$ cat src/dmtt_pkg.sv
package dmtt_pkg;

  // Number of mantissa digits that fit in the text (one more slot holds the point).
  localparam int DIGITS       = 14;
  localparam int MANT_W       = 50;
  localparam int PT_W         = 4;
  localparam int CHAR_W       = 8;
  localparam int BCD_W        = 4 * DIGITS;
  localparam int BITS_PER_STEP = 4;
  localparam int CONV_STEPS   = (MANT_W + BITS_PER_STEP - 1) / BITS_PER_STEP;
  localparam int SR_W         = CONV_STEPS * BITS_PER_STEP;
  localparam int STEP_W       = $clog2(CONV_STEPS);
  localparam int CNT_W        = $clog2(DIGITS + 2);
  localparam int IDX_W        = $clog2(DIGITS);

  localparam logic [CHAR_W-1:0] CHAR_ZERO  = 8'h30;
  localparam logic [CHAR_W-1:0] CHAR_POINT = 8'h2E;

  typedef struct packed {
    logic load;
    logic step;
    logic trim;
    logic emit;
  } dmtt_cmd_t;

  typedef struct packed {
    logic conv_last;
    logic empty;
    logic last;
  } dmtt_status_t;

  typedef enum logic [3:0] {
    ST_IDLE = 4'b0001,
    ST_CONV = 4'b0010,
    ST_TRIM = 4'b0100,
    ST_EMIT = 4'b1000
  } dmtt_state_t;

  // Shift BITS_PER_STEP bits, msb first, into a BCD word (add-3 before each shift).
  // The top digit's carry falls off, so the word tracks the value modulo 10^DIGITS.
  function automatic logic [BCD_W-1:0] dabble_step(input logic [BCD_W-1:0] bcd_in,
                                                   input logic [BITS_PER_STEP-1:0] bits);
    logic [BCD_W-1:0] acc;
    logic [3:0]       dg;
    acc = bcd_in;
    for (int b = BITS_PER_STEP - 1; b >= 0; b--) begin
      for (int d = 0; d < DIGITS; d++) begin
        dg = acc[4*d +: 4];
        if (dg >= 4'd5) begin
          acc[4*d +: 4] = dg + 4'd3;
        end
      end
      acc = {acc[BCD_W-2:0], bits[b]};
    end
    return acc;
  endfunction

endpackage

$ cat src/dmtt_ctrl.sv
module dmtt_ctrl (
  input  logic                  clk,
  input  logic                  rst,
  input  logic                  start,
  input  dmtt_pkg::dmtt_status_t status,
  output dmtt_pkg::dmtt_cmd_t    cmd,
  output logic                  busy
);
  import dmtt_pkg::*;

  dmtt_state_t state, state_next;

  always_ff @(posedge clk) begin
    if (rst) begin
      state <= ST_IDLE;
    end else begin
      state <= state_next;
    end
  end

  always_comb begin
    state_next = state;
    cmd        = '0;
    case (state)
      ST_IDLE: begin
        if (start) begin
          cmd.load   = 1'b1;
          state_next = ST_CONV;
        end
      end
      ST_CONV: begin
        cmd.step = 1'b1;
        if (status.conv_last) begin
          state_next = ST_TRIM;
        end
      end
      ST_TRIM: begin
        cmd.trim   = 1'b1;
        state_next = ST_EMIT;
      end
      ST_EMIT: begin
        // drop straight back when every slot was stripped
        if (status.empty) begin
          state_next = ST_IDLE;
        end else begin
          cmd.emit = 1'b1;
          if (status.last) begin
            state_next = ST_IDLE;
          end
        end
      end
      default: begin
        state_next = ST_IDLE;
      end
    endcase
  end

  assign busy = (state != ST_IDLE);

endmodule

$ cat src/dmtt_datapath.sv
module dmtt_datapath (
  input  logic                          clk,
  input  logic                          rst,
  input  dmtt_pkg::dmtt_cmd_t           cmd,
  output dmtt_pkg::dmtt_status_t        status,
  input  logic                          cfg_write,
  input  logic [dmtt_pkg::PT_W-1:0]     cfg_data,
  input  logic [dmtt_pkg::MANT_W-1:0]   mantissa_value,
  input  logic [dmtt_pkg::PT_W-1:0]     point_position,
  output logic [dmtt_pkg::CHAR_W-1:0]   text_char,
  output logic                          last_char,
  output logic                          char_valid
);
  import dmtt_pkg::*;

  logic [PT_W-1:0]   min_frac;
  logic [SR_W-1:0]   mant_sr;
  logic [BCD_W-1:0]  bcd;
  logic [STEP_W-1:0] step_cnt;
  logic [PT_W-1:0]   dp;
  logic [CNT_W-1:0]  len;
  logic [CNT_W-1:0]  pos;

  logic [3:0]        digs [DIGITS];
  logic [PT_W-1:0]   k_next;
  logic [CNT_W-1:0]  len_next;
  logic [CNT_W-1:0]  int_cnt;
  logic [IDX_W-1:0]  idx;
  logic [CHAR_W-1:0] char_next;

  always_comb begin
    for (int d = 0; d < DIGITS; d++) begin
      digs[d] = bcd[4*d +: 4];
    end
  end

  // Lowest fractional digit that survives stripping; dp when none does.
  always_comb begin
    k_next = dp;
    for (int j = DIGITS - 1; j >= 0; j--) begin
      if (PT_W'(j) < dp) begin
        if ((digs[j] != 4'd0) || ((dp - PT_W'(j)) <= min_frac)) begin
          k_next = PT_W'(j);
        end
      end
    end
    if (k_next < dp) begin
      len_next = CNT_W'(DIGITS + 1) - CNT_W'(k_next);
    end else begin
      len_next = CNT_W'(DIGITS) - CNT_W'(dp);
    end
  end

  // Integer digits first, then the point, then the kept fraction.
  always_comb begin
    int_cnt   = CNT_W'(DIGITS) - CNT_W'(dp);
    idx       = '0;
    char_next = CHAR_POINT;
    if (pos < int_cnt) begin
      idx       = IDX_W'(CNT_W'(DIGITS - 1) - pos);
      char_next = CHAR_ZERO + {4'b0000, digs[idx]};
    end else if (pos != int_cnt) begin
      idx       = IDX_W'(CNT_W'(DIGITS) - pos);
      char_next = CHAR_ZERO + {4'b0000, digs[idx]};
    end
  end

  assign status.conv_last = (step_cnt == STEP_W'(CONV_STEPS - 1));
  assign status.empty     = (len == '0);
  assign status.last      = (pos == len - CNT_W'(1));

  always_ff @(posedge clk) begin
    if (rst) begin
      min_frac   <= '0;
      char_valid <= 1'b0;
    end else begin
      if (cfg_write) begin
        min_frac <= cfg_data;
      end
      char_valid <= cmd.emit;
    end
  end

  always_ff @(posedge clk) begin
    if (cmd.load) begin
      mant_sr  <= {{(SR_W - MANT_W){1'b0}}, mantissa_value};
      bcd      <= '0;
      step_cnt <= '0;
      dp       <= (point_position > PT_W'(DIGITS)) ? PT_W'(DIGITS) : point_position;
    end
    if (cmd.step) begin
      bcd      <= dabble_step(bcd, mant_sr[SR_W-1 -: BITS_PER_STEP]);
      mant_sr  <= mant_sr << BITS_PER_STEP;
      step_cnt <= step_cnt + STEP_W'(1);
    end
    if (cmd.trim) begin
      len <= len_next;
      pos <= '0;
    end
    if (cmd.emit) begin
      pos       <= pos + CNT_W'(1);
      text_char <= char_next;
      last_char <= status.last;
    end
  end

endmodule

$ cat src/decimal_mantissa_to_text.sv
// decimal_mantissa_to_text
// Turns a binary mantissa plus a point position into variable-length ASCII decimal
// text, one character per output cycle, most significant first, leading zeros kept.
// Request channel: drive mantissa_value and point_position with start high; the
//   request is taken at a rising edge where start is high and busy is low.
// Result channel: each character sits on text_char for exactly one cycle with
//   char_valid high; last_char marks the final character. The receiver cannot
//   stall, so characters leave on consecutive cycles with no gaps.
// Configuration: cfg_write with cfg_data loads min_fraction_digits; write it
//   only while busy is low and no characters are pending.
// Sequence: load, conversion (four mantissa bits per cycle into a shift-add-3
//   BCD register), trim, then emission of the characters, up to 15. A new
//   request is taken only once busy is low again, after the last character has
//   been issued. When every slot is stripped no character comes out at all; the
//   controller still enters the emit state and then returns to idle.
// Reset: rst (synchronous, active high) returns the controller to idle, drops
//   char_valid and clears min_fraction_digits to zero.
module decimal_mantissa_to_text (
  input  logic                        clk,
  input  logic                        rst,
  input  logic                        start,
  output logic                        busy,
  input  logic [dmtt_pkg::MANT_W-1:0] mantissa_value,
  input  logic [dmtt_pkg::PT_W-1:0]   point_position,
  input  logic                        cfg_write,
  input  logic [dmtt_pkg::PT_W-1:0]   cfg_data,
  output logic [dmtt_pkg::CHAR_W-1:0] text_char,
  output logic                        last_char,
  output logic                        char_valid
);
  import dmtt_pkg::*;

  dmtt_cmd_t    cmd;
  dmtt_status_t status;

  // Sequence the request: load, convert, trim, emit.
  dmtt_ctrl u_ctrl (
    .clk    (clk),
    .rst    (rst),
    .start  (start),
    .status (status),
    .cmd    (cmd),
    .busy   (busy)
  );

  // Hold the digits, find the strip point and drive the character register.
  dmtt_datapath u_datapath (
    .clk            (clk),
    .rst            (rst),
    .cmd            (cmd),
    .status         (status),
    .cfg_write      (cfg_write),
    .cfg_data       (cfg_data),
    .mantissa_value (mantissa_value),
    .point_position (point_position),
    .text_char      (text_char),
    .last_char      (last_char),
    .char_valid     (char_valid)
  );

  // A character only follows a cycle of work on a request.
  a_char_after_busy: assert property (@(posedge clk) disable iff (rst)
    char_valid |-> $past(busy))
    else $error("character emitted without an active request");

  // An accepted request starts work on the next cycle.
  a_accept_busy: assert property (@(posedge clk) disable iff (rst)
    (start && !busy) |=> busy)
    else $error("accepted request did not raise busy");

  // The last character closes the request.
  a_last_idle: assert property (@(posedge clk) disable iff (rst)
    (char_valid && last_char) |-> !busy)
    else $error("still busy after the last character");

  // Characters of one request come without gaps.
  a_no_gap: assert property (@(posedge clk) disable iff (rst)
    (char_valid && !last_char) |=> char_valid)
    else $error("gap inside a character sequence");

endmodule
$ cat config.mk
export PLATFORM = sky130hd
export DESIGN_NAME = decimal_mantissa_to_text
export DESIGN_NICKNAME = d
export VERILOG_FILES = /design/src/dmtt_pkg.sv /design/src/dmtt_ctrl.sv /design/src/dmtt_datapath.sv /design/src/decimal_mantissa_to_text.sv
export SDC_FILE = /design/constraint.sdc
export NUM_CORES = 1
export LEC_CHECK = 0
export ABC_CLOCK_PERIOD_IN_PS = 4400
export BUFFER_PORTS_ARGS = -buffer_cell sky130_fd_sc_hd__buf_4
export CAP_MARGIN = 20
export CORE_ASPECT_RATIO = 1.25
export CORE_MARGIN = 10
export CORE_UTILIZATION = 51
export CTS_CLUSTER_DIAMETER = 30
export CTS_CLUSTER_SIZE = 25
export DETAILED_ROUTE_END_ITERATION = 16
export HOLD_SLACK_MARGIN = 0.03
export PLACE_DENSITY = 0.71
export SLEW_MARGIN = 40
export SYNTH_ARGS = -nofsm -noshare
export SYNTH_HDL_FRONTEND = slang
export SYNTH_SLANG_ARGS = --single-unit
$ cat constraint.sdc
create_clock -name clk -period 4.4 [get_ports clk]
set_input_delay 0.22 -clock clk [delete_from_list [all_inputs] [get_ports clk]]
set_output_delay 0.22 -clock clk [all_outputs]
set_load 0.01 [all_outputs]
==> run_summary.xml <==
<?xml version="1.0" encoding="UTF-8"?>
<metrics>
  <group name="sta">
    <metric name="final_cycle_share" unit="%">106</metric>
    <metric name="timing.final.ws_setup" unit="ps">-268</metric>
    <metric name="timing.final.max_slew_violations" unit="">0</metric>
    <metric name="fmax" unit="GHz">0.214</metric>
    <metric name="final_period_minus_worst_setup_slack" unit="ps">4670</metric>
    <metric name="final-setup-viol-count" unit="">26</metric>
    <metric name="totalNegativeSetupSlack" unit="ps">-3230</metric>
    <metric name="relative_max_transition_margin" unit="%">41.7</metric>
    <metric name="rsz0062_at_grt" unit="">yes</metric>
    <metric name="finalHoldViolations" unit="">0</metric>
    <metric name="timing.clock.skew" unit="ps">15.2</metric>
    <metric name="transition_time_at_the_pin_with_the_least_slew_margin" unit="ps">875</metric>
  </group>
  <group name="critical_path">
    <metric name="worst-r2r-setup-slack" unit="ps">-270</metric>
    <metric name="path_max_fanout" unit="">4</metric>
    <metric name="timing.critical_path.required" unit="ps">4550</metric>
    <metric name="worstSetupEndpointType" unit="">flop</metric>
    <metric name="cp_data_arrival_time" unit="ps">4820</metric>
    <metric name="critical_path.reg2reg.startpoint" unit="">u_datapath.bcd[16]</metric>
    <metric name="timing.setup.critical_path_class" unit="">flop to flop</metric>
    <metric name="nature_of_the_critical_path_startpoint" unit="">flop</metric>
    <metric name="setup.worst_path.start" unit="">u_datapath.bcd[16]</metric>
  </group>
  <group name="clock_tree">
    <metric name="clk_path_buf_depth" unit="">2</metric>
    <metric name="clock-root-buffer" unit="">sky130_fd_sc_hd__clkbuf_16</metric>
    <metric name="cts_buffers" unit="">17</metric>
    <metric name="worstSkewPairLatency" unit="ps">440</metric>
    <metric name="clkSlewWorstSetupHoldPaths" unit="ps">70</metric>
    <metric name="cts_tree" unit="">done</metric>
    <metric name="cts_max_level" unit="">4</metric>
    <metric name="clock_sink_count" unit="">139</metric>
  </group>
  <group name="placed_design">
    <metric name="post_placement_cell_count" unit="">2380</metric>
    <metric name="detailed_place_hpwl" unit="um">33700</metric>
    <metric name="quantity_of_i_o_buffers_inserted_on_ports" unit="">69</metric>
    <metric name="gp_congestion" unit="">0.962</metric>
  </group>
  <group name="routing">
    <metric name="vias_per_cell" unit="">6.01</metric>
    <metric name="detailroute.via_count" unit="">15100</metric>
    <metric name="postRouteWirelength" unit="um">49000</metric>
    <metric name="drtIter0Drc" unit="">1170</metric>
    <metric name="drt-wirelength-per-cell" unit="um">19.5</metric>
    <metric name="drt_drc_violations_left" unit="">0</metric>
    <metric name="final_antenna_net_count" unit="">0</metric>
    <metric name="drt_first_pass_iters" unit="">7</metric>
  </group>
  <group name="logic_synthesis">
    <metric name="yosysWarningCount" unit="">0</metric>
    <metric name="synth_edf_count" unit="">126</metric>
    <metric name="synth_sequential_area_ratio" unit="%">26.3</metric>
    <metric name="postSynth.topFlopCell" unit="">sky130_fd_sc_hd__edfxtp_1</metric>
    <metric name="simple_gate_area_share_of_the_yosys_netlist" unit="%">17.5</metric>
    <metric name="synthArstFlopShare" unit="%">0</metric>
    <metric name="synthCells" unit="">1686</metric>
    <metric name="yosys.area.top_type" unit="">sky130_fd_sc_hd__edfxtp_1</metric>
    <metric name="synth_top_cells_by_count" unit="">sky130_fd_sc_hd__ha_1, sky130_fd_sc_hd__inv_1, sky130_fd_sc_hd__nand2_1, sky130_fd_sc_hd__edfxtp_1, sky130_fd_sc_hd__nor2_1</metric>
    <metric name="synth-seq-cells" unit="">139</metric>
    <metric name="synth.mux.area_fraction" unit="%">10.6</metric>
    <metric name="yosysMostFrequentCell" unit="">sky130_fd_sc_hd__ha_1</metric>
    <metric name="combinational_family_with_the_most_area_after_synthesis" unit="">compound AO/OA/AOI/OAI gates</metric>
    <metric name="yosys-top-cells-area" unit="">sky130_fd_sc_hd__edfxtp_1, sky130_fd_sc_hd__ha_1, sky130_fd_sc_hd__mux2i_1, sky130_fd_sc_hd__mux4_2, sky130_fd_sc_hd__inv_1</metric>
    <metric name="synth_adder_area_share" unit="%">14.7</metric>
    <metric name="synth-compound-area-share" unit="%">21.9</metric>
    <metric name="synth_cell_types" unit="">101</metric>
    <metric name="syn-mean-instance-area" unit="um^2">9.12</metric>
    <metric name="xor_xnor_fraction_of_synth_area" unit="%">3.59</metric>
    <metric name="synth_top_area_share" unit="%">24.6</metric>
    <metric name="syn_area" unit="um^2">15400</metric>
  </group>
  <group name="grt">
    <metric name="initial_antenna_violation_count" unit="">0</metric>
    <metric name="globalRouteTotalUtil" unit="%">23.3</metric>
    <metric name="grt_max_degree" unit="">72</metric>
    <metric name="grt_overflow_total" unit="">0</metric>
    <metric name="number_of_global_route_vias_before_repair" unit="">14800</metric>
    <metric name="grt_first_pass_wirelength" unit="um">72800</metric>
  </group>
  <group name="floorplanning">
    <metric name="core_area" unit="um^2">29900</metric>
    <metric name="initial_core_util" unit="%">51.3</metric>
    <metric name="standard_cell_rows" unit="">71</metric>
    <metric name="design.die.area" unit="um^2">37500</metric>
    <metric name="die_width" unit="um">175</metric>
    <metric name="design.portCount" unit="">73</metric>
    <metric name="die_height" unit="um">214</metric>
  </group>
  <group name="flow_run">
    <metric name="max_cap_viol_count" unit="">0</metric>
  </group>
  <group name="power">
    <metric name="power_density" unit="nW/um^2">570</metric>
    <metric name="static-leakage-power" unit="nW">9.30</metric>
    <metric name="ir_drop" unit="V">0.000392</metric>
  </group>
  <group name="worst_hold_path">
    <metric name="worst_hold_startpoint" unit="">mantissa_value[1]</metric>
    <metric name="kind_of_path_behind_the_tightest_hold_check" unit="">input port to flop</metric>
  </group>
  <group name="final_layout">
    <metric name="finish.cell_count_without_fillers" unit="">2516</metric>
    <metric name="registers.top_by_ff_count" unit="">u_datapath.bcd</metric>
    <metric name="nets" unit="">2344</metric>
    <metric name="area_growth_syn_to_layout" unit="%">40.7</metric>
    <metric name="antenna_cells" unit="">0</metric>
    <metric name="regArea" unit="um^2">4040</metric>
    <metric name="largest_reg_flops" unit="">56</metric>
    <metric name="n_fill_cell" unit="">2073</metric>
    <metric name="multiInputGateArea" unit="um^2">12400</metric>
    <metric name="share_of_final_layout_standard_cells_stronger_than_drive_strength_1" unit="%">41.0</metric>
    <metric name="top_registers" unit="">u_datapath.bcd: 56 flops, u_datapath.mant_sr: 52 flops, u_datapath.text_char: 5 flops</metric>
  </group>
  <group name="outcome">
    <metric name="outcome" unit="">finished, violations left</metric>
    <metric name="violated_checks" unit="">setup timing</metric>
  </group>
</metrics>
[path summary, 6_finish.rpt]
kind / end / cells past startpoint
setup / recovery: u_datapath.bcd[18] / 23
hold / removal: u_datapath.mant_sr[1] / 3
setup reg to reg: u_datapath.bcd[18] / 23
hold reg to reg: u_datapath.mant_sr[1] / 2
[through the flow]
| step | hold WS (ps) | total power [mW] | utilization, % | setup slack [ps] | area [um^2] |
|---|---|---|---|---|---|
| 2_1_floorplan | 356 | 6.34 | - | -50.7 | 15800 |
| 3_3_place_gp | 411 | 8.46 | 62.7 | -241 | 18800 |
| 3_5_place_dp | 412 | 8.71 | 62.7 | -305 | 18800 |
| 4_1_cts | 33.5 | 10.8 | 67.1 | -219 | 20100 |
| 5_1_grt | 62.0 | 13.1 | 72.2 | -433 | 21600 |
| 6_report | 41.5 | 12.3 | 72.2 | -268 | 21600 |
[what timing repair did]
| action | 4_1_cts | 5_1_grt |
|---|---|---|
| pin swaps | 65 | 90 |
| gates resized for setup | 81 | 232 |
| hold buffers | 12 | 0 |
| buffers inserted | 35 | 60 |
| setup endpoints to repair | 37 | 51 |
| endpoints found under the hold margin | 14 | 0 |
[metal layers]
metal  up-vias  wire [um]  GRT usage, %
met4         0       2350          10.0
li1       7104          -             -
met2       527      25500          42.7
met5         -          0             0
met3       160       2730          4.19
met1      7318      18400          25.6
[cell usage in the layout (no fill, tap or decap), types with 10 or more instances in the layout]
master                          instances
sky130_fd_sc_hd__buf_4                434
sky130_fd_sc_hd__inv_1                 99
sky130_fd_sc_hd__nor3b_1               13
sky130_fd_sc_hd__nand2_1              121
sky130_fd_sc_hd__ha_4                  38
sky130_fd_sc_hd__nor2_1               115
sky130_fd_sc_hd__buf_6                 11
sky130_fd_sc_hd__nand2b_1              27
sky130_fd_sc_hd__a211o_1               31
sky130_fd_sc_hd__a21o_1                20
sky130_fd_sc_hd__o21a_1                16
sky130_fd_sc_hd__a22o_1                46
sky130_fd_sc_hd__and2_4                11
sky130_fd_sc_hd__mux2_2                10
sky130_fd_sc_hd__dlygate4sd3_1         12
sky130_fd_sc_hd__a31oi_1               14
sky130_fd_sc_hd__a21oi_1               72
sky130_fd_sc_hd__clkbuf_16             17
sky130_fd_sc_hd__and2_1                24
sky130_fd_sc_hd__nor2b_1               13
sky130_fd_sc_hd__xnor2_1               28
sky130_fd_sc_hd__nand2b_4              20
sky130_fd_sc_hd__nor2b_4               14
sky130_fd_sc_hd__mux4_2                29
sky130_fd_sc_hd__a221oi_1              10
sky130_fd_sc_hd__nor3_1                18
sky130_fd_sc_hd__o21ai_1               13
sky130_fd_sc_hd__a211oi_1              12
sky130_fd_sc_hd__edfxtp_1             126
sky130_fd_sc_hd__ha_1                 101
sky130_fd_sc_hd__mux2i_1               67
sky130_fd_sc_hd__inv_2                 38
sky130_fd_sc_hd__o21ai_0               46
sky130_fd_sc_hd__xnor2_2               15
sky130_fd_sc_hd__nand3_1               24
sky130_fd_sc_hd__o211ai_1              24
sky130_fd_sc_hd__dfxtp_1               13
sky130_fd_sc_hd__o2111ai_1             10
sky130_fd_sc_hd__ha_2                  41
[where the power goes]
group	switching [mW]	internal, mW
Combinational	4.35	4.72
Clock	0.732	0.764
Sequential	0.134	1.62
Total	5.21	7.11
[layout make-up]
cell class / instances / share of cell area (%)
clock buffers: 17 / 1.97
clock inverters: 15 / 0.804
inverters: 145 / 2.59
multi-input cells: 1339 / 57.1
flip-flops and latches: 139 / 18.7
well taps: 401 / 2.32
repair buffers: 460 / 16.5
[worst max-delay path: stages (launching register included)]
cell and delay, ps:
sky130_fd_sc_hd__edfxtp_1 510, sky130_fd_sc_hd__inv_2 120, sky130_fd_sc_hd__ha_4 140, sky130_fd_sc_hd__buf_4 120, sky130_fd_sc_hd__nand2b_1 90, sky130_fd_sc_hd__a211o_1 320, sky130_fd_sc_hd__and2_1 180, sky130_fd_sc_hd__inv_2 100
sky130_fd_sc_hd__ha_2 200, sky130_fd_sc_hd__nor2b_4 190, sky130_fd_sc_hd__o31ai_4 100, sky130_fd_sc_hd__xnor2_2 270, sky130_fd_sc_hd__ha_2 250, sky130_fd_sc_hd__nor2b_4 50, sky130_fd_sc_hd__a211oi_4 290, sky130_fd_sc_hd__xor2_2 230
sky130_fd_sc_hd__inv_1 90, sky130_fd_sc_hd__ha_2 200, sky130_fd_sc_hd__nor2b_4 130, sky130_fd_sc_hd__nand2b_4 130, sky130_fd_sc_hd__a2111o_1 300, sky130_fd_sc_hd__o211ai_1 170, sky130_fd_sc_hd__or2_1 150, sky130_fd_sc_hd__a21oi_1 60
[cell families after synthesis]
family | count (synthesis)
adder cells (fa/ha/maj) | 180
AND/OR/NAND/NOR | 523
other | 2
flip-flops | 139
multiplexers | 121
buffers and inverters | 209
AO/OA/AOI/OAI | 449
XOR/XNOR | 63
(Power assumes the default switching activity.)
